==> src/hdl/tla_pkg.sv <==
// Shared constants, types and position codes for the text line annotator.
package tla_pkg;

    localparam int NUMBER_DIGITS = 6;
    // The counter stops at 999999, so no more than six digits ever count.
    localparam int SAT_DIGITS    = (NUMBER_DIGITS < 6) ? NUMBER_DIGITS : 6;
    localparam int POS_W         = $clog2(NUMBER_DIGITS + 4);
    // Must be a power of two so that the pointers wrap on their own.
    localparam int QUEUE_DEPTH   = 4;
    localparam int QPTR_W        = $clog2(QUEUE_DEPTH);
    localparam int CFG_INDEX_W   = 3;
    localparam int CFG_DATA_W    = 8;

    localparam logic [7:0] CH_NL       = 8'd10;
    localparam logic [7:0] CH_TAB      = 8'd9;
    localparam logic [7:0] CH_SPACE    = 8'd32;
    localparam logic [7:0] CH_ZERO     = 8'd48;
    localparam logic [7:0] CH_DOLLAR   = 8'd36;
    localparam logic [7:0] CH_CARET    = 8'd94;
    localparam logic [7:0] CARET_SHIFT = 8'd64;
    localparam logic [7:0] CTRL_MAX    = 8'd31;

    localparam logic [CFG_INDEX_W-1:0] CFG_NUMBER_ALL       = 3'd0;
    localparam logic [CFG_INDEX_W-1:0] CFG_NUMBER_NONBLANK  = 3'd1;
    localparam logic [CFG_INDEX_W-1:0] CFG_SQUEEZE_BLANK    = 3'd2;
    localparam logic [CFG_INDEX_W-1:0] CFG_SHOW_ENDS        = 3'd3;
    localparam logic [CFG_INDEX_W-1:0] CFG_SHOW_TABS        = 3'd4;
    localparam logic [CFG_INDEX_W-1:0] CFG_SHOW_NONPRINTING = 3'd5;

    // Output positions within one item's burst; digits take 0 .. NUMBER_DIGITS-1.
    localparam logic [POS_W-1:0] POS_TAB    = POS_W'(NUMBER_DIGITS);
    localparam logic [POS_W-1:0] POS_DOLLAR = POS_W'(NUMBER_DIGITS + 1);
    localparam logic [POS_W-1:0] POS_CARET  = POS_W'(NUMBER_DIGITS + 2);
    localparam logic [POS_W-1:0] POS_DATA   = POS_W'(NUMBER_DIGITS + 3);

    typedef logic [3:0] t_bcd;
    typedef t_bcd [NUMBER_DIGITS-1:0] t_count;

    localparam t_count COUNT_ONE = t_count'(1);

    typedef struct packed {
        logic number_all;
        logic number_nonblank;
        logic squeeze_blank;
        logic show_ends;
        logic show_tabs;
        logic show_nonprinting;
    } t_cfg;

    typedef struct packed {
        logic             number;
        logic             dollar;
        logic             caret;
        logic [7:0]       data;
        t_count           digits;
        logic [POS_W-1:0] start_pos;
    } t_job;

endpackage

==> src/hdl/tla_if.sv <==
// Handshake channel interfaces for the input, output and configuration ports.
interface tla_in_if ();
    logic       valid;
    logic       ready;
    logic [7:0] in_byte;
    logic       file_start;

    modport source (output valid, output in_byte, output file_start, input ready);
    modport sink (input valid, input in_byte, input file_start, output ready);
endinterface

interface tla_out_if ();
    logic       valid;
    logic       ready;
    logic [7:0] out_byte;
    logic       last_of_run;

    modport source (output valid, output out_byte, output last_of_run, input ready);
    modport sink (input valid, input out_byte, input last_of_run, output ready);
endinterface

interface tla_cfg_if import tla_pkg::*; ();
    logic                   valid;
    logic                   ready;
    logic [CFG_INDEX_W-1:0] index;
    logic [CFG_DATA_W-1:0]  data;

    modport source (output valid, output index, output data, input ready);
    modport sink (input valid, input index, input data, output ready);
endinterface

==> src/hdl/text_line_annotator.sv <==
// Top level of the text line annotator: configuration registers, front end, job queue, back end.
// Input items are taken one per clock while the four-entry job queue has room, and every
// output channel cycle can carry one byte. An item gives between one and NUMBER_DIGITS + 3
// output bytes (up to nine at a numbered line start), or none when a blank line is squeezed;
// the back end emits one byte per clock while the output is ready, so the sustained rate is set
// by the number of bytes each item expands into, and a line-start burst holds the input only
// once the queue fills. With the queue empty, an accepted item is written into the queue and
// its first byte is then registered into the output register. Configuration writes are always
// ready and should be made while no item is in flight. No clearing pass follows reset; the
// block is ready as soon as reset is released.
module text_line_annotator import tla_pkg::*; (
    input  logic       i_clk,
    input  logic       i_rst_n,
    tla_in_if.sink     i_in,
    tla_out_if.source  o_out,
    tla_cfg_if.sink    i_cfg
);

    t_cfg r_cfg;
    logic q_push;
    logic q_full;
    logic q_pop;
    logic q_valid;
    t_job q_job;
    t_job q_head;

    assign i_cfg.ready = 1'b1;

    always_ff @(posedge i_clk) begin
        if (!i_rst_n) begin
            r_cfg <= '0;
        end else if (i_cfg.valid) begin
            case (i_cfg.index)
                CFG_NUMBER_ALL:       r_cfg.number_all       <= i_cfg.data[0];
                CFG_NUMBER_NONBLANK:  r_cfg.number_nonblank  <= i_cfg.data[0];
                CFG_SQUEEZE_BLANK:    r_cfg.squeeze_blank    <= i_cfg.data[0];
                CFG_SHOW_ENDS:        r_cfg.show_ends        <= i_cfg.data[0];
                CFG_SHOW_TABS:        r_cfg.show_tabs        <= i_cfg.data[0];
                CFG_SHOW_NONPRINTING: r_cfg.show_nonprinting <= i_cfg.data[0];
                default:              r_cfg <= r_cfg;
            endcase
        end
    end

    tla_front u_front (
        .i_clk    (i_clk),
        .i_rst_n  (i_rst_n),
        .i_cfg    (r_cfg),
        .i_in     (i_in),
        .i_q_full (q_full),
        .o_push   (q_push),
        .o_job    (q_job)
    );

    tla_queue u_queue (
        .i_clk   (i_clk),
        .i_rst_n (i_rst_n),
        .i_push  (q_push),
        .i_job   (q_job),
        .o_full  (q_full),
        .i_pop   (q_pop),
        .o_valid (q_valid),
        .o_head  (q_head)
    );

    tla_back u_back (
        .i_clk     (i_clk),
        .i_rst_n   (i_rst_n),
        .i_q_valid (q_valid),
        .i_head    (q_head),
        .o_pop     (q_pop),
        .o_out     (o_out)
    );

endmodule

==> src/hdl/tla_front.sv <==
// Front end: accepts input items, tracks line state and the BCD line counter, builds jobs.
module tla_front import tla_pkg::*; (
    input  logic   i_clk,
    input  logic   i_rst_n,
    input  t_cfg   i_cfg,
    tla_in_if.sink i_in,
    input  logic   i_q_full,
    output logic   o_push,
    output t_job   o_job
);

    logic   r_prior_nl;
    logic   r_blank_run;
    t_count r_count;
    logic   n_prior_nl;
    logic   n_blank_run;
    t_count n_count;

    logic       accept;
    logic [7:0] c;
    logic       is_nl;
    logic       is_tab;
    logic       eff_prior_nl;
    logic       eff_blank;
    t_count     eff_count;
    logic       squeeze;
    logic       do_number;
    logic       dollar;
    logic       caret;
    logic       sat;
    t_count     count_inc;

    function automatic t_count bcd_step(input t_count v);
        t_count r;
        logic   carry;
        r = v;
        carry = 1'b1;
        for (int k = 0; k < NUMBER_DIGITS; k++) begin
            if (carry) begin
                if (r[k] == 4'd9) begin
                    r[k] = 4'd0;
                end else begin
                    r[k] = r[k] + 4'd1;
                    carry = 1'b0;
                end
            end
        end
        return r;
    endfunction

    assign i_in.ready = !i_q_full;
    assign accept     = i_in.valid && !i_q_full;
    assign c          = i_in.in_byte;
    assign is_nl      = (c == CH_NL);
    assign is_tab     = (c == CH_TAB);

    // A file start rewinds the line state before this item is looked at.
    assign eff_prior_nl = i_in.file_start | r_prior_nl;
    assign eff_blank    = !i_in.file_start & r_blank_run;
    assign eff_count    = i_in.file_start ? COUNT_ONE : r_count;

    assign squeeze   = i_cfg.squeeze_blank && eff_prior_nl && is_nl && eff_blank;
    assign do_number = eff_prior_nl &&
                       ((i_cfg.number_all && !i_cfg.number_nonblank) ||
                        (i_cfg.number_nonblank && !is_nl));
    assign dollar    = is_nl && i_cfg.show_ends;
    // A tab is either shown by the tab option or left alone; newline is never shifted.
    assign caret     = is_tab ? i_cfg.show_tabs
                              : (i_cfg.show_nonprinting && (c <= CTRL_MAX) && !is_nl);

    always_comb begin
        sat = 1'b1;
        for (int k = 0; k < SAT_DIGITS; k++) begin
            sat = sat && (eff_count[k] == 4'd9);
        end
    end

    assign count_inc = bcd_step(eff_count);

    always_comb begin
        o_job.number = do_number;
        o_job.dollar = dollar;
        o_job.caret  = caret;
        o_job.data   = caret ? (c + CARET_SHIFT) : c;
        o_job.digits = eff_count;
        if (do_number) begin
            o_job.start_pos = '0;
        end else if (dollar) begin
            o_job.start_pos = POS_DOLLAR;
        end else if (caret) begin
            o_job.start_pos = POS_CARET;
        end else begin
            o_job.start_pos = POS_DATA;
        end
    end

    assign o_push = accept && !squeeze;

    always_comb begin
        n_prior_nl  = r_prior_nl;
        n_blank_run = r_blank_run;
        n_count     = r_count;
        if (accept) begin
            if (squeeze) begin
                n_prior_nl  = eff_prior_nl;
                n_blank_run = eff_blank;
                n_count     = eff_count;
            end else begin
                n_prior_nl  = is_nl;
                n_blank_run = eff_prior_nl && is_nl;
                n_count     = (do_number && !sat) ? count_inc : eff_count;
            end
        end
    end

    always_ff @(posedge i_clk) begin
        if (!i_rst_n) begin
            r_prior_nl  <= 1'b1;
            r_blank_run <= 1'b0;
            r_count     <= COUNT_ONE;
        end else begin
            r_prior_nl  <= n_prior_nl;
            r_blank_run <= n_blank_run;
            r_count     <= n_count;
        end
    end

endmodule

==> src/hdl/tla_queue.sv <==
// Short job queue between the front end and the output sequencer.
module tla_queue import tla_pkg::*; (
    input  logic i_clk,
    input  logic i_rst_n,
    input  logic i_push,
    input  t_job i_job,
    output logic o_full,
    input  logic i_pop,
    output logic o_valid,
    output t_job o_head
);

    t_job              r_mem [QUEUE_DEPTH];
    logic [QPTR_W-1:0] r_wr;
    logic [QPTR_W-1:0] r_rd;
    logic [QPTR_W:0]   r_fill;

    assign o_full  = (r_fill == (QPTR_W + 1)'(QUEUE_DEPTH));
    assign o_valid = (r_fill != '0);
    assign o_head  = r_mem[r_rd];

    always_ff @(posedge i_clk) begin
        if (i_push) begin
            r_mem[r_wr] <= i_job;
        end
    end

    always_ff @(posedge i_clk) begin
        if (!i_rst_n) begin
            r_wr   <= '0;
            r_rd   <= '0;
            r_fill <= '0;
        end else begin
            if (i_push) begin
                r_wr <= r_wr + 1'b1;
            end
            if (i_pop) begin
                r_rd <= r_rd + 1'b1;
            end
            case ({i_push, i_pop})
                2'b10:   r_fill <= r_fill + 1'b1;
                2'b01:   r_fill <= r_fill - 1'b1;
                default: r_fill <= r_fill;
            endcase
        end
    end

endmodule

==> src/hdl/tla_back.sv <==
// Back end: expands the head job into the output register, a byte per cycle unless stalled.
module tla_back import tla_pkg::*; (
    input  logic       i_clk,
    input  logic       i_rst_n,
    input  logic       i_q_valid,
    input  t_job       i_head,
    output logic       o_pop,
    tla_out_if.source  o_out
);

    logic             r_mid;
    logic [POS_W-1:0] r_pos;
    logic             r_out_valid;
    logic [7:0]       r_out_byte;
    logic             r_out_last;

    logic [POS_W-1:0] cur_pos;
    logic [POS_W-1:0] nxt_pos;
    logic [7:0]       digit_byte [NUMBER_DIGITS];
    logic [7:0]       sel_byte;
    logic             is_last;
    logic             advance;
    logic             zero_run;

    assign cur_pos = r_mid ? r_pos : i_head.start_pos;
    assign is_last = (cur_pos == POS_DATA);
    assign advance = !r_out_valid || o_out.ready;
    assign o_pop   = advance && i_q_valid && is_last;

    // Leading zeros of the number print as spaces; the units digit always prints.
    always_comb begin
        zero_run = 1'b1;
        for (int p = 0; p < NUMBER_DIGITS; p++) begin
            zero_run = zero_run && (i_head.digits[NUMBER_DIGITS-1-p] == 4'd0);
            if (zero_run && (p != NUMBER_DIGITS - 1)) begin
                digit_byte[p] = CH_SPACE;
            end else begin
                digit_byte[p] = CH_ZERO + {4'd0, i_head.digits[NUMBER_DIGITS-1-p]};
            end
        end
    end

    always_comb begin
        sel_byte = i_head.data;
        for (int k = 0; k < NUMBER_DIGITS; k++) begin
            if (cur_pos == POS_W'(k)) begin
                sel_byte = digit_byte[k];
            end
        end
        if (cur_pos == POS_TAB) begin
            sel_byte = CH_TAB;
        end else if (cur_pos == POS_DOLLAR) begin
            sel_byte = CH_DOLLAR;
        end else if (cur_pos == POS_CARET) begin
            sel_byte = CH_CARET;
        end
    end

    always_comb begin
        if (cur_pos == POS_TAB) begin
            if (i_head.dollar) begin
                nxt_pos = POS_DOLLAR;
            end else if (i_head.caret) begin
                nxt_pos = POS_CARET;
            end else begin
                nxt_pos = POS_DATA;
            end
        end else if ((cur_pos == POS_DOLLAR) || (cur_pos == POS_CARET)) begin
            nxt_pos = POS_DATA;
        end else begin
            nxt_pos = cur_pos + 1'b1;
        end
    end

    always_ff @(posedge i_clk) begin
        if (!i_rst_n) begin
            r_mid       <= 1'b0;
            r_pos       <= '0;
            r_out_valid <= 1'b0;
            r_out_byte  <= '0;
            r_out_last  <= 1'b0;
        end else if (advance) begin
            r_out_valid <= i_q_valid;
            if (i_q_valid) begin
                r_out_byte <= sel_byte;
                r_out_last <= is_last;
                r_mid      <= !is_last;
                r_pos      <= nxt_pos;
            end
        end
    end

    assign o_out.valid       = r_out_valid;
    assign o_out.out_byte    = r_out_byte;
    assign o_out.last_of_run = r_out_last;

endmodule

==> src/flat_wrapper.sv <==
// flat-port wrapper written by rule: the top's interface ports become plain ports
module text_line_annotator_flat import tla_pkg::*;
  (i_clk, i_rst_n, i_in_valid, i_in_in_byte, i_in_file_start, i_in_ready, o_out_valid, o_out_out_byte, o_out_last_of_run, o_out_ready, i_cfg_valid, i_cfg_index, i_cfg_data, i_cfg_ready);
  tla_in_if i_in_i ();
  tla_out_if o_out_i ();
  tla_cfg_if i_cfg_i ();
  input  logic i_clk;
  input  logic i_rst_n;
  input wire logic [$bits(i_in_i.valid)-1:0] i_in_valid;
  input wire logic [$bits(i_in_i.in_byte)-1:0] i_in_in_byte;
  input wire logic [$bits(i_in_i.file_start)-1:0] i_in_file_start;
  output wire logic [$bits(i_in_i.ready)-1:0] i_in_ready;
  output wire logic [$bits(o_out_i.valid)-1:0] o_out_valid;
  output wire logic [$bits(o_out_i.out_byte)-1:0] o_out_out_byte;
  output wire logic [$bits(o_out_i.last_of_run)-1:0] o_out_last_of_run;
  input wire logic [$bits(o_out_i.ready)-1:0] o_out_ready;
  input wire logic [$bits(i_cfg_i.valid)-1:0] i_cfg_valid;
  input wire logic [$bits(i_cfg_i.index)-1:0] i_cfg_index;
  input wire logic [$bits(i_cfg_i.data)-1:0] i_cfg_data;
  output wire logic [$bits(i_cfg_i.ready)-1:0] i_cfg_ready;
  assign i_in_i.valid = i_in_valid;
  assign i_in_i.in_byte = i_in_in_byte;
  assign i_in_i.file_start = i_in_file_start;
  assign i_in_ready = i_in_i.ready;
  assign o_out_valid = o_out_i.valid;
  assign o_out_out_byte = o_out_i.out_byte;
  assign o_out_last_of_run = o_out_i.last_of_run;
  assign o_out_i.ready = o_out_ready;
  assign i_cfg_i.valid = i_cfg_valid;
  assign i_cfg_i.index = i_cfg_index;
  assign i_cfg_i.data = i_cfg_data;
  assign i_cfg_ready = i_cfg_i.ready;
  text_line_annotator u_core (.i_clk(i_clk), .i_rst_n(i_rst_n), .i_in(i_in_i), .o_out(o_out_i), .i_cfg(i_cfg_i));
endmodule
==> config.mk <==
export PLATFORM = sky130hd
export DESIGN_NAME = text_line_annotator_flat
export DESIGN_NICKNAME = d
export VERILOG_FILES = /design/src/hdl/tla_pkg.sv /design/src/hdl/tla_if.sv /design/src/hdl/text_line_annotator.sv /design/src/hdl/tla_front.sv /design/src/hdl/tla_queue.sv /design/src/hdl/tla_back.sv /design/src/flat_wrapper.sv
export SDC_FILE = /design/constraint.sdc
export NUM_CORES = 1
export LEC_CHECK = 0
export BUFFER_PORTS_ARGS = -buffer_cell sky130_fd_sc_hd__buf_4
export CAP_MARGIN = 20
export CORE_AREA = 2 2 129 131
export CTS_CLUSTER_DIAMETER = 150
export CTS_CLUSTER_SIZE = 40
export DETAILED_ROUTE_END_ITERATION = 7
export DIE_AREA = 0 0 131 133
export GPL_TIMING_DRIVEN = 0
export PLACE_DENSITY = 0.79
export SYNTH_ARGS = -nofsm -noshare
export SYNTH_HDL_FRONTEND = slang
export SYNTH_HIERARCHICAL = 1
export SYNTH_SLANG_ARGS = --single-unit
==> constraint.sdc <==
create_clock -name i_clk -period 4.49 [get_ports i_clk]
set_input_delay 0.449 -clock i_clk [delete_from_list [all_inputs] [get_ports i_clk]]
set_output_delay 0.449 -clock i_clk [all_outputs]
set_load 0.005 [all_outputs]
Yosys cells after proc, flatten, opt, wreduce, memory -nomap -nowiden
Memory sizes are Yosys's and may differ from the RTL's. A register that Yosys moved wholly into a read port is not among the register bits.
Index checks and enable logic that the tools add are counted.
{"block": "op_classes", "muxes": 54, "n_addsub": 18, "bitwise": 2, "n_shift": 0, "eq_ne": 25, "div_mod_pow": 0, "n_reduce_logical": 51, "mul": 0, "order_cmp": 1}
{"operator": "$mux W8", "count": 15}
{"operator": "$mux W24", "count": 3}
{"operator": "$mux W4", "count": 17}
{"operator": "$add A6 B4 Y7 const A", "count": 6}
{"operator": "$eq A4 B4 Y1 const B", "count": 8}
{"operator": "$add A4 B1 Y4 const B", "count": 7}
{"operator": "$logic_and A1 B1 Y1", "count": 24}
{"operator": "$logic_not A4 Y1", "count": 6}
{"operator": "$eq A4 B3 Y1 const B", "count": 4}
{"operator": "$eq A8 B4 Y1 const B", "count": 2}
{"operator": "$mux W1", "count": 16}
{"operator": "$reduce_and A2 Y1", "count": 7}
{"operator": "$eq A3 B3 Y1 const B", "count": 3}
{"operator": "$add A8 B7 Y8 const B", "count": 1}
{"operator": "$eq A4 B2 Y1 const B", "count": 2}
{"operator": "$le A8 B5 Y1 const B", "count": 1}
{"operator": "$logic_not A1 Y1", "count": 8}
{"operator": "$eq A3 B2 Y1 const B", "count": 2}
{"operator": "$pmux W3 S2", "count": 1}
{"operator": "$add A2 B1 Y2 const B", "count": 2}
{"operator": "$eq A4 B1 Y1 const B", "count": 1}
{"operator": "$mux W2", "count": 2}
{"operator": "$add A3 B1 Y3 const B", "count": 1}
{"operator": "$eq A3 B1 Y1 const B", "count": 1}
{"operator": "9 further kinds", "count": 11}
{"block": "word_totals", "ff_bits": 54, "out_inout_bits": 12, "ram_bits": 156, "n_memories": 1, "inputBits": 25, "romBits": 0, "latchBits": 0}
{"memory": "u_core.u_queue.r_mem", "depth": 4, "word_bits": 39, "rd": 1, "rd_clocked_by_memory_dff": 1, "wr": 1, "line": "tla_queue.sv:13", "text": "t_job r_mem [QUEUE_DEPTH];"}

Logic depth before layout (Yosys ltp)
Gate-level depths: netlist (run 1).
{"block": "logic_depth", "word_depth": 11, "ltp_mapped": 14, "ltp_nobuf": 12}

Modules after synthesis
Netlist (run 1), hierarchy kept.
{"module": "tla_queue", "area_each_um2": 6069.6, "n_inst": 1, "cells_per_inst": 249}
{"module": "tla_front", "area_each_um2": 2097.0, "n_inst": 1, "cells_per_inst": 278}
{"module": "tla_back", "area_each_um2": 1335.0, "n_inst": 1, "cells_per_inst": 173}
{"module": "text_line_annotator", "area_each_um2": 281.5, "n_inst": 1, "cells_per_inst": 27}

Worst setup path before layout (run 1)
OpenSTA, ideal clock, no wires.
{"block": "synth_timing", "path_type": "register -> register", "startpoint": "reg with a tool-made name", "endpoint": "reg u_core.u_queue.r_fill[2]", "t_arrival_ps": 3635, "setup_ps": 76, "setup_slack_ps": 779, "path_stages_with_launch": 14, "path_cell_list": "dfxtp_1 -> buf_6 -> mux4_2 -> mux2i_1 -> ha_1 -> clkbuf_1 -> inv_1 -> nor3_1 -> ha_1 -> inv_1 -> fa_1 -> xor2_1 -> or3_1 -> a21boi_0"}
{"element": "end signal, assigned", "line": "tla_queue.sv:41", "text": "2'b10: r_fill <= r_fill + 1'b1;"}
{"element": "end signal, assigned", "line": "tla_queue.sv:42", "text": "2'b01: r_fill <= r_fill - 1'b1;"}
{"element": "end signal, assigned", "line": "tla_queue.sv:43", "text": "default: r_fill <= r_fill;"}
{"element": "end, declared", "line": "tla_queue.sv:16", "text": "logic [QPTR_W:0] r_fill;"}

==> impl_metrics.csv, run 1 <==
group,metric,value,unit
sta,fin_ws,0.2682,ns
sta,slew_headroom,47.77,%
sta,hold_violations,0,
route,wl_per_cell,21.60,um
worst_hold_path,whs_endpoint,"u_core/u_queue/r_mem[0][31]$_DFFE_PP_",
clock_network,clock_path_buffers,3,
placement,io_buffers,28,
worst_setup_path,r2r_setup_slack,0.27,ns
placement,placedCellCount,974,
worst_setup_path,crit_chain,"buf_6 -> mux4_2 -> mux2i_1 -> ha_1 -> clkbuf_2 -> inv_1 -> nor3_2 -> buf_4 -> ha_1 -> inv_1 -> fa_1 -> xor2_1 -> or3_1 -> a21boi_0",
logic_synthesis,netlist_instances,721,
worst_setup_path,arrival,4.62,ns
floorplanning,die_area,17420,um2
final_layout,fillCellCount,1182,
sta,hold_slack,0.2833,ns
worst_hold_path,min_from,"i_in_in_byte[3]",
worst_setup_path,end_kind,"register",
worst_setup_path,max_stage_delay,0.52,ns
clock_network,cts-root-buf,"clkbuf_16",
final_layout,multi_input_area,3630,um2
route,drcViolationCount,0,
sta,fin_skew,0.04512,ns
placement,gp_congestion,0.8817,
route,wl,21340,um
floorplanning,fp.coreArea,16170,um2
clock_network,cts-buffers-inserted,9,
sta,tightest_slew,0.7762,ns
worst_setup_path,critPathKind,"register to register",
pwr,p_leak,3.444,nW
floorplanning,ios,37,
logic_synthesis,syn_avg_cell_area,13.36,um2
sta,rsz0062_at_grt,"false",
logic_synthesis,yosysWarnings,6,
worst_setup_path,critPathSlowestCell,"mux4_2",
worst_setup_path,rr_worst_depth,14,
floorplanning,chipWidth,131,um
worst_hold_path,worstHoldPathCells,2,
route,num_vias,6257,
sta,fmaxAchievable,236.9,MHz
route,drt_iter0_drc,676,
floorplanning,dieHeight,133,um
clock_network,tritoncts,"done",
route,firstDrtPassIters,6,
grt,grtUsageTotal,25.32,%
clock_network,htreeDepth,1,
grt,grt_max_degree,42,
route,avgViaCountPerCell,6.333,
sta,fin_crit,4.222,ns
final_layout,syn2layout_area_growth,9.118,%
worst_setup_path,worstSetupStartpointType,"register",
grt,antenna_found_initial,0,
grt,first_global_vias,6088,
logic_synthesis,synth_fp_nets,758,
final_layout,finalNetCount,803,
placement,pre_cts_ws,0.01954,ns
run_status,status,"completed",
grt,grt_pass1_wl,33780,um
route,antenna_left,0,
run,cap_violations,0,
worst_setup_path,cp_max_fo,10,
final_layout,stdcell_count,988,
pwr,power_density,460.5,nW/um2
clock_network,clkSinkCount,208,
placement,placed_cell_area,10230,um2
clock_network,clkTransAtPathRegs,0.14,ns
worst_setup_path,crit_buf_inv,5,
sta,period_share,94.03,%
placement,hpwl,15550,um
final_layout,diodes,0,
sta,slew_violations,0,
floorplanning,row_count,47,
sta,setup_viol,0,
final_layout,layout-drive-gt1-share,17.45,%
pwr,vdd_drop_max,0.0002668,V
worst_setup_path,reg2reg_to,"u_core/u_queue/r_fill[2]$_SDFFE_PN0P_",
floorplanning,start_util,59.57,%
worst_hold_path,min_path_type,"input pin to register",
worst_setup_path,cp.required,4.89,ns
grt,grt_overflow,0,
sta,setup_tns,0,ns
worst_setup_path,cpLargestDelayFamily,"adder cells",
final_layout,fin_area,10510,um2
final_layout,register_area,5685,um2
clock_network,clock_latency,0.47,ns
logic_synthesis,synth.cell_area,9633,um2
[how the worst max path moves through the flow]
| stage | startpoint | to | slack [ns] | cells after the start |
|---|---|---|---|---|
| finish | register | u_core/u_queue/r_fill[2]$_SDFFE_PN0P_ | 0.27 | 14 |
| global route | register | u_core/u_queue/r_fill[2]$_SDFFE_PN0P_ | 0.02 | 14 |
| CTS | register | u_core/u_queue/r_fill[2]$_SDFFE_PN0P_ | 0.13 | 14 |
| detailed placement | register | u_core/u_queue/r_fill[2]$_SDFFE_PN0P_ | 0.02 | 14 |
| global placement | register | u_core/u_queue/r_fill[2]$_SDFFE_PN0P_ | -0.39 | 13 |
| floorplan | register | u_core/u_queue/r_fill[2]$_SDFFE_PN0P_ | 0.79 | 13 |
[sequential cells by signal, summed over array words and instances (netlist names), named ones only]
signal and count:
u_core/r_cfg 6, u_core/u_back/o_out.out_byte 8, u_core/u_queue/r_fill 3, u_core/u_back/o_out.last_of_run 1, u_core/u_queue/r_mem 152, u_core/u_back/r_mid 1, u_core/u_queue/r_wr 2, u_core/u_back/o_out.valid 1
u_core/u_queue/r_rd 2, u_core/u_front/r_blank_run 1, u_core/u_back/r_pos 4, u_core/u_front/r_count 24, u_core/u_front/r_prior_nl 1
[final cells by class]
class                   instances  area share (%)
multi-input cells             449           34.53
well taps                     220           2.619
repair buffers                 34           3.095
plain buffers                  40           2.274
flip-flops and latches        208           54.09
clock inverters                 1          0.2857
inverters                      24          0.8570
clock buffers                  12           2.250
[stage by stage]
stage	utilization, %	total power [mW]
floorplan	-	3.443
global placement	62.57	3.852
detailed placement	63.28	3.925
CTS	64.96	4.848
global route	65.00	5.061
finish	65.00	4.841
[power by group]
| group | switching, mW | leakage [nW] | internal, mW |
|---|---|---|---|
| Sequential | 0.0857 | 1.81 | 2.25 |
| Combinational | 0.911 | 1.51 | 0.655 |
| Clock | 0.548 | 0.126 | 0.388 |
[per-layer routing]
layer	up-vias	track usage [%]	share of wire (%)
met2	274	41.48	49
met4	0	6.028	2.0
li1	2850	-	-
met1	3093	37.03	43
met3	40	2.386	5.9
met5	-	0	0
[repair_timing]
action | CTS | global route
gates resized for setup | 1 | 2
hold buffers | 0 | 0
gates cloned | 0 | 0
setup endpoints to repair | 1 | 1
buffers inserted | 0 | 0
hold endpoints to repair | 0 | 0
pin swaps | 0 | 0
[cell usage in the layout (no fill, tap or decap), drive strengths merged, types with 18 or more instances in the layout]
cell and n:
nor2b 34, dfxtp 56, inv 24, nor2 27, buf 54, mux4 38, o21ai 36, edfxtp 152
a21oi 31, clkbuf 32, nand2 53, and2 18
Power figures use the tool's default switching activity.
==> run 2: changes to the inputs <==
--- a/config.mk
+++ b/config.mk
@@ -7,13 +7,12 @@
 export LEC_CHECK = 0
 export BUFFER_PORTS_ARGS = -buffer_cell sky130_fd_sc_hd__buf_4
 export CAP_MARGIN = 20
-export CORE_AREA = 2 2 129 131
+export CORE_AREA = 2 2 151 153
 export CTS_CLUSTER_DIAMETER = 150
 export CTS_CLUSTER_SIZE = 40
 export DETAILED_ROUTE_END_ITERATION = 7
-export DIE_AREA = 0 0 131 133
+export DIE_AREA = 0 0 153 155
 export GPL_TIMING_DRIVEN = 0
-export PLACE_DENSITY = 0.79
 export SYNTH_ARGS = -nofsm -noshare
 export SYNTH_HDL_FRONTEND = slang
 export SYNTH_HIERARCHICAL = 1
==> impl_metrics.csv, run 2 (same netlist as run 1, synthesis figures left out) <==
group,metric,value,unit
worst_setup_path,critPathKind,"register to register",
floorplanning,row_count,55,
final_layout,fin_area,10580,um2
route,wl_per_cell,21.15,um
final_layout,finalNetCount,803,
route,drt_iter0_drc,427,
route,firstDrtPassIters,5,
floorplanning,fp.coreArea,22230,um2
run,cap_violations,0,
floorplanning,chipWidth,153,um
placement,gp_congestion,0.8704,
clock_network,tritoncts,"done",
worst_setup_path,critPathSlowestCell,"mux4_2",
grt,grtUsageTotal,18.73,%
worst_setup_path,worstSetupStartpointType,"register",
clock_network,clkTransAtPathRegs,0.14,ns
clock_network,post_cts_buffers,0,
clock_network,clock_path_buffers,3,
final_layout,fillCellCount,1980,
sta,period_share,94.26,%
final_layout,layout-drive-gt1-share,17.58,%
final_layout,mostFrequentLayoutCells,"edfxtp_1, dfxtp_1, nand2_1",
pwr,vdd_drop_max,0.0002466,V
floorplanning,die_area,23720,um2
final_layout,diodes,0,
pwr,p_leak,3.433,nW
sta,rsz0062_at_grt,"false",
grt,first_global_vias,6149,
sta,setup_viol,0,
worst_setup_path,cp.required,4.90,ns
final_layout,largest_reg_flops,152,
sta,hold_slack,0.2793,ns
route,drcViolationCount,0,
clock_network,htreeDepth,1,
floorplanning,ios,37,
clock_network,cts-buffers-inserted,9,
placement,placed_cell_area,10300,um2
route,antenna_left,0,
sta,tightest_slew,0.8027,ns
floorplanning,start_util,43.34,%
route,wl,22270,um
sta,slew_violations,0,
clock_network,clock_latency,0.47,ns
grt,grt_pass1_wl,35140,um
worst_setup_path,cp_max_fo,10,
final_layout,final_common_cell,"edfxtp_1",
worst_hold_path,min_path_type,"input pin to register",
worst_setup_path,max_stage_delay,0.54,ns
worst_setup_path,critPathMostFrequentCell,"inv_1",
sta,fin_crit,4.232,ns
sta,slew_headroom,46.00,%
clock_network,cts-root-buf,"clkbuf_16",
sta,fmaxAchievable,236.3,MHz
grt,grt_overflow,0,
route,num_vias,6173,
grt,grt_max_degree,42,
floorplanning,dieHeight,155,um
worst_setup_path,arrival,4.64,ns
final_layout,syn2layout_area_growth,9.806,%
clock_network,clkSinkCount,208,
sta,fin_skew,0.05197,ns
route,avgViaCountPerCell,5.862,
sta,hold_violations,0,
placement,hpwl,16050,um
run_status,status,"completed",
grt,antenna_found_initial,0,
pwr,power_density,459.4,nW/um2
placement,io_buffers,28,
worst_setup_path,end_kind,"register",
final_layout,largest-register,"u_core/u_queue/r_mem",
worst_setup_path,crit_chain,"buf_6 -> mux4_2 -> mux2i_1 -> ha_2 -> clkbuf_2 -> inv_1 -> nor3_2 -> buf_4 -> ha_1 -> inv_1 -> fa_1 -> xor2_1 -> or3_1 -> a21boi_0",
==> run 2: cell count changes in the layout (fill, tap and decap cells not counted) <==
cell | previous run | this run
ha_1 | 11 | 10
buf_12 | 1 | 4
ha_2 | 0 | 1
clkbuf_2 | 2 | 1
buf_16 | 3 | 0
clkdlybuf4s18_2 | 0 | 1
==> run 2: stage by stage <==
stage          TNS (ns)  utilization [%]  setup WS (ns)  instances  power (mW)
3_3_place_gp    -0.6447            45.89        -0.4528       1034       3.880
3_5_place_dp   -0.09428            46.35       -0.09428       1040       3.938
5_1_grt               0            47.59       0.003070       1053       5.118
2_1_floorplan         0                -         0.7903        721       3.443
6_report              0            47.59         0.2575       1053       4.860
4_1_cts               0            47.57        0.01065       1053       4.894
==> run 2: final timing paths <==
check | cells past startpoint | slack [ns] | start | endpoint
worst min-delay path | 2 | 0.28 | i_in_in_byte[3] | u_core/u_queue/r_mem[1][31]$_DFFE_PP_
worst min register to register | 2 | 0.47 | u_core/u_back/r_pos[0]$_SDFFE_PN0P_ | u_core/u_back/r_pos[0]$_SDFFE_PN0P_
worst max-delay path | 14 | 0.26 | register | u_core/u_queue/r_fill[2]$_SDFFE_PN0P_
worst max register to register | 14 | 0.26 | register | u_core/u_queue/r_fill[2]$_SDFFE_PN0P_
==> run 2: layout make-up <==
| class | instances | area, um2 | share of cell area, % |
|---|---|---|---|
| flip-flops and latches | 208 | 5685 | 53.75 |
| inverters | 24 | 90.09 | 0.8517 |
| clock buffers | 12 | 236.5 | 2.236 |
| well taps | 285 | 356.6 | 3.371 |
| multi-input cells | 449 | 3632 | 34.34 |
| repair buffers | 34 | 307.8 | 2.910 |
| clock inverters | 1 | 30.03 | 0.2839 |
| plain buffers | 40 | 239.0 | 2.259 |
==> run 2: worst max-delay path, delay by kind of cell (launching register included) <==
kind | cells | cell delay [ns]
xor+xnor | 1 | 0.18
simple gates | 2 | 0.67
mux | 2 | 0.90
compound gates | 1 | 0.16
flops | 1 | 0.43
fa+ha+maj | 3 | 0.93
buf+inv | 5 | 0.89
==> run 2: power by group <==
part	internal, mW	switching [mW]	total (mW)	leakage, nW
Combinational	0.652	0.911	1.56	1.49
Sequential	2.25	0.0881	2.34	1.81
Clock	0.388	0.567	0.956	0.126
Total	3.29	1.57	4.86	3.43
==> run 2: what timing repair did <==
item | CTS | global route
setup endpoints to repair | 1 | 1
hold buffers | 0 | 0
gates resized for setup | 1 | 3
pin swaps | 0 | 0
==> run 2: per-layer routing <==
layer	up-vias	global-route usage [%]	share of wire [%]
met1	3113	27.02	45
met2	195	31.52	48
met3	28	1.504	5.1
li1	2837	-	-
met4	0	3.836	1.7
met5	-	0	0
==> run 3: changes to the inputs <==
--- a/config.mk
+++ b/config.mk
@@ -5,14 +5,16 @@
 export SDC_FILE = /design/constraint.sdc
 export NUM_CORES = 1
 export LEC_CHECK = 0
+export ABC_AREA = 1
 export BUFFER_PORTS_ARGS = -buffer_cell sky130_fd_sc_hd__buf_4
 export CAP_MARGIN = 20
-export CORE_AREA = 2 2 151 153
+export CORE_AREA = 2 2 153 155
 export CTS_CLUSTER_DIAMETER = 150
 export CTS_CLUSTER_SIZE = 40
 export DETAILED_ROUTE_END_ITERATION = 7
-export DIE_AREA = 0 0 153 155
+export DIE_AREA = 0 0 155 157
 export GPL_TIMING_DRIVEN = 0
+export RECOVER_POWER = 25
 export SYNTH_ARGS = -nofsm -noshare
 export SYNTH_HDL_FRONTEND = slang
 export SYNTH_HIERARCHICAL = 1
==> impl_metrics.csv, run 3 <==
group,metric,value,unit
placement,gp_congestion,0.8863,
logic_synthesis,netlist_instances,1069,
clock_network,clkSinkCount,208,
worst_setup_path,crit_chain,"buf_6 -> inv_4 -> buf_2 -> nor2_1 -> o22ai_1 -> o21ai_0 -> ha_1 -> inv_1 -> nor3_1 -> ha_1 -> inv_1 -> fa_1 -> inv_1 -> nand2_1 -> nand3_1 -> nand2_1 -> inv_1 -> nor2_1",
worst_setup_path,arrival,4.16,ns
logic_synthesis,syn_avg_cell_area,9.266,um2
pwr,vdd_drop_max,0.0002412,V
route,wl_per_cell,16.96,um
final_layout,register_area,5685,um2
sta,hold_violations,0,
clock_network,holdBufCountCts,0,
sta,slew_headroom,43.28,%
final_layout,mostFrequentLayoutCells,"nand2_1, nor2_1, edfxtp_1",
grt,gr-usage-met1,27.45,%
worst_setup_path,worstSetupStartpointType,"register",
clock_network,clock_latency,0.48,ns
floorplanning,fp.coreArea,22500,um2
clock_network,tritoncts,"done",
grt,antenna_found_initial,0,
grt,first_global_vias,6972,
worst_setup_path,cp_max_fo,9,
clock_network,clock_path_buffers,3,
pwr,p_leak,4.154,nW
route,avgViaCountPerCell,5.278,
pwr,power_density,438.4,nW/um2
floorplanning,start_util,44.02,%
clock_network,htreeDepth,1,
grt,top_usage_layer,"met2",
run,cap_violations,0,
sta,tightest_slew,0.8444,ns
floorplanning,die_area,24340,um2
clock_network,post_cts_buffers,0,
floorplanning,dieHeight,157,um
logic_synthesis,yosysWarnings,6,
floorplanning,chipWidth,155,um
sta,fmaxAchievable,265.9,MHz
sta,fin_skew,0.06106,ns
grt,grtUsageTotal,19.79,%
grt,grt_max_degree,42,
final_layout,final_common_cell,"nand2_1",
grt,grt_overflow,0,
floorplanning,row_count,55,
logic_synthesis,synth_fp_nets,1106,
placement,hpwl,16520,um
worst_setup_path,max_stage_delay,0.70,ns
worst_setup_path,cp.required,4.89,ns
worst_setup_path,cpLargestDelayFamily,"adder cells",
worst_setup_path,crit_buf_inv,7,
final_layout,diodes,0,
grt,use_met3,2.533,%
sta,setup_viol,0,
logic_synthesis,synth.cell_area,9906,um2
route,drt_iter0_drc,458,
worst_setup_path,critPathKind,"register to register",
floorplanning,ios,37,
run_status,status,"completed",
sta,fin_crit,3.761,ns
route,wl,23710,um
placement,placed_cell_area,10550,um2
route,num_vias,7378,
final_layout,largest_reg_flops,152,
final_layout,largest-register,"u_core/u_queue/r_mem",
worst_setup_path,end_kind,"register",
sta,period_share,83.77,%
placement,io_buffers,27,
final_layout,multi_input_area,3413,um2
worst_setup_path,critPathMostFrequentCell,"inv_1",
route,drcViolationCount,0,
final_layout,syn2layout_area_growth,8.387,%
final_layout,fillCellCount,2147,
final_layout,finalNetCount,1148,
final_layout,fin_area,10740,um2
sta,slew_violations,0,
clock_network,cts-root-buf,"clkbuf_16",
route,firstDrtPassIters,5,
clock_network,cts-buffers-inserted,9,
clock_network,clkTransAtPathRegs,0.14,ns
worst_setup_path,critPathSlowestCell,"nor3_1",
sta,setup_tns,0,ns
clock_network,cts_resized,0,
grt,use_met2,32.66,%
sta,rsz0062_at_grt,"false",
worst_hold_path,min_path_type,"input pin to register",
grt,grt_pass1_wl,37570,um
route,antenna_left,0,
final_layout,layout-drive-gt1-share,10.24,%
-- run 3: metal layers --
metal	vias to the layer above	part of all wire (%)
li1	3703	-
met1	3463	46
met2	175	46
met3	37	5.2
met4	0	2.6
met5	-	0
-- run 3: per-stage QoR --
stage	hold slack (ns)	worst slack (ns)	utilization, %	std cells	power (mW)
6_report	0.2365	0.7288	47.71	1398	4.707
5_1_grt	0.2587	0.4348	47.71	1398	5.015
4_1_cts	0.2283	0.7516	48.05	1398	4.743
3_5_place_dp	0.4321	0.7955	46.86	1385	3.795
3_3_place_gp	0.4233	0.4922	46.51	1381	3.776
2_1_floorplan	0.4115	1.627	-	1069	3.333
-- run 3: layout make-up --
class | count | share of cell area (%)
inverters | 117 | 4.160
clock inverters | 1 | 0.2797
multi-input cells | 692 | 31.79
well taps | 285 | 3.321
plain buffers | 52 | 2.937
repair buffers | 31 | 2.354
clock buffers | 12 | 2.203
flip-flops and latches | 208 | 52.95
-- run 3: final timing paths --
kind                                        from                                      to  slack, ns  depth (start not counted)
min                                  o_out_ready  u_core/u_back/o_out.valid$_SDFFE_PN0N_       0.24                          4
max                                     register   u_core/u_queue/r_fill[2]$_SDFFE_PN0P_       0.73                         18
max reg2reg                             register   u_core/u_queue/r_fill[2]$_SDFFE_PN0P_       0.73                         18
min reg2reg  u_core/u_queue/r_rd[1]$_SDFFE_PN0P_     u_core/u_queue/r_rd[1]$_SDFFE_PN0P_       0.45                          1
-- run 3: report_power, final --
| group | switching (mW) | internal [mW] |
|---|---|---|
| combinational | 0.996 | 0.481 |
| sequential | 0.0581 | 2.21 |
| clock | 0.569 | 0.389 |
| total | 1.62 | 3.08 |
-- run 3: worst reg2reg max path, cell delays in order, from the launching register on --
cell	delay, ns
dfxtp_1	0.36
buf_6	0.15
inv_4	0.07
buf_2	0.21
nor2_1	0.11
o22ai_1	0.09
o21ai_0	0.39
ha_1	0.44
inv_1	0.07
nor3_1	0.70
ha_1	0.31
inv_1	0.07
fa_1	0.37
inv_1	0.06
nand2_1	0.06
nand3_1	0.08
nand2_1	0.05
inv_1	0.05
nor2_1	0.04
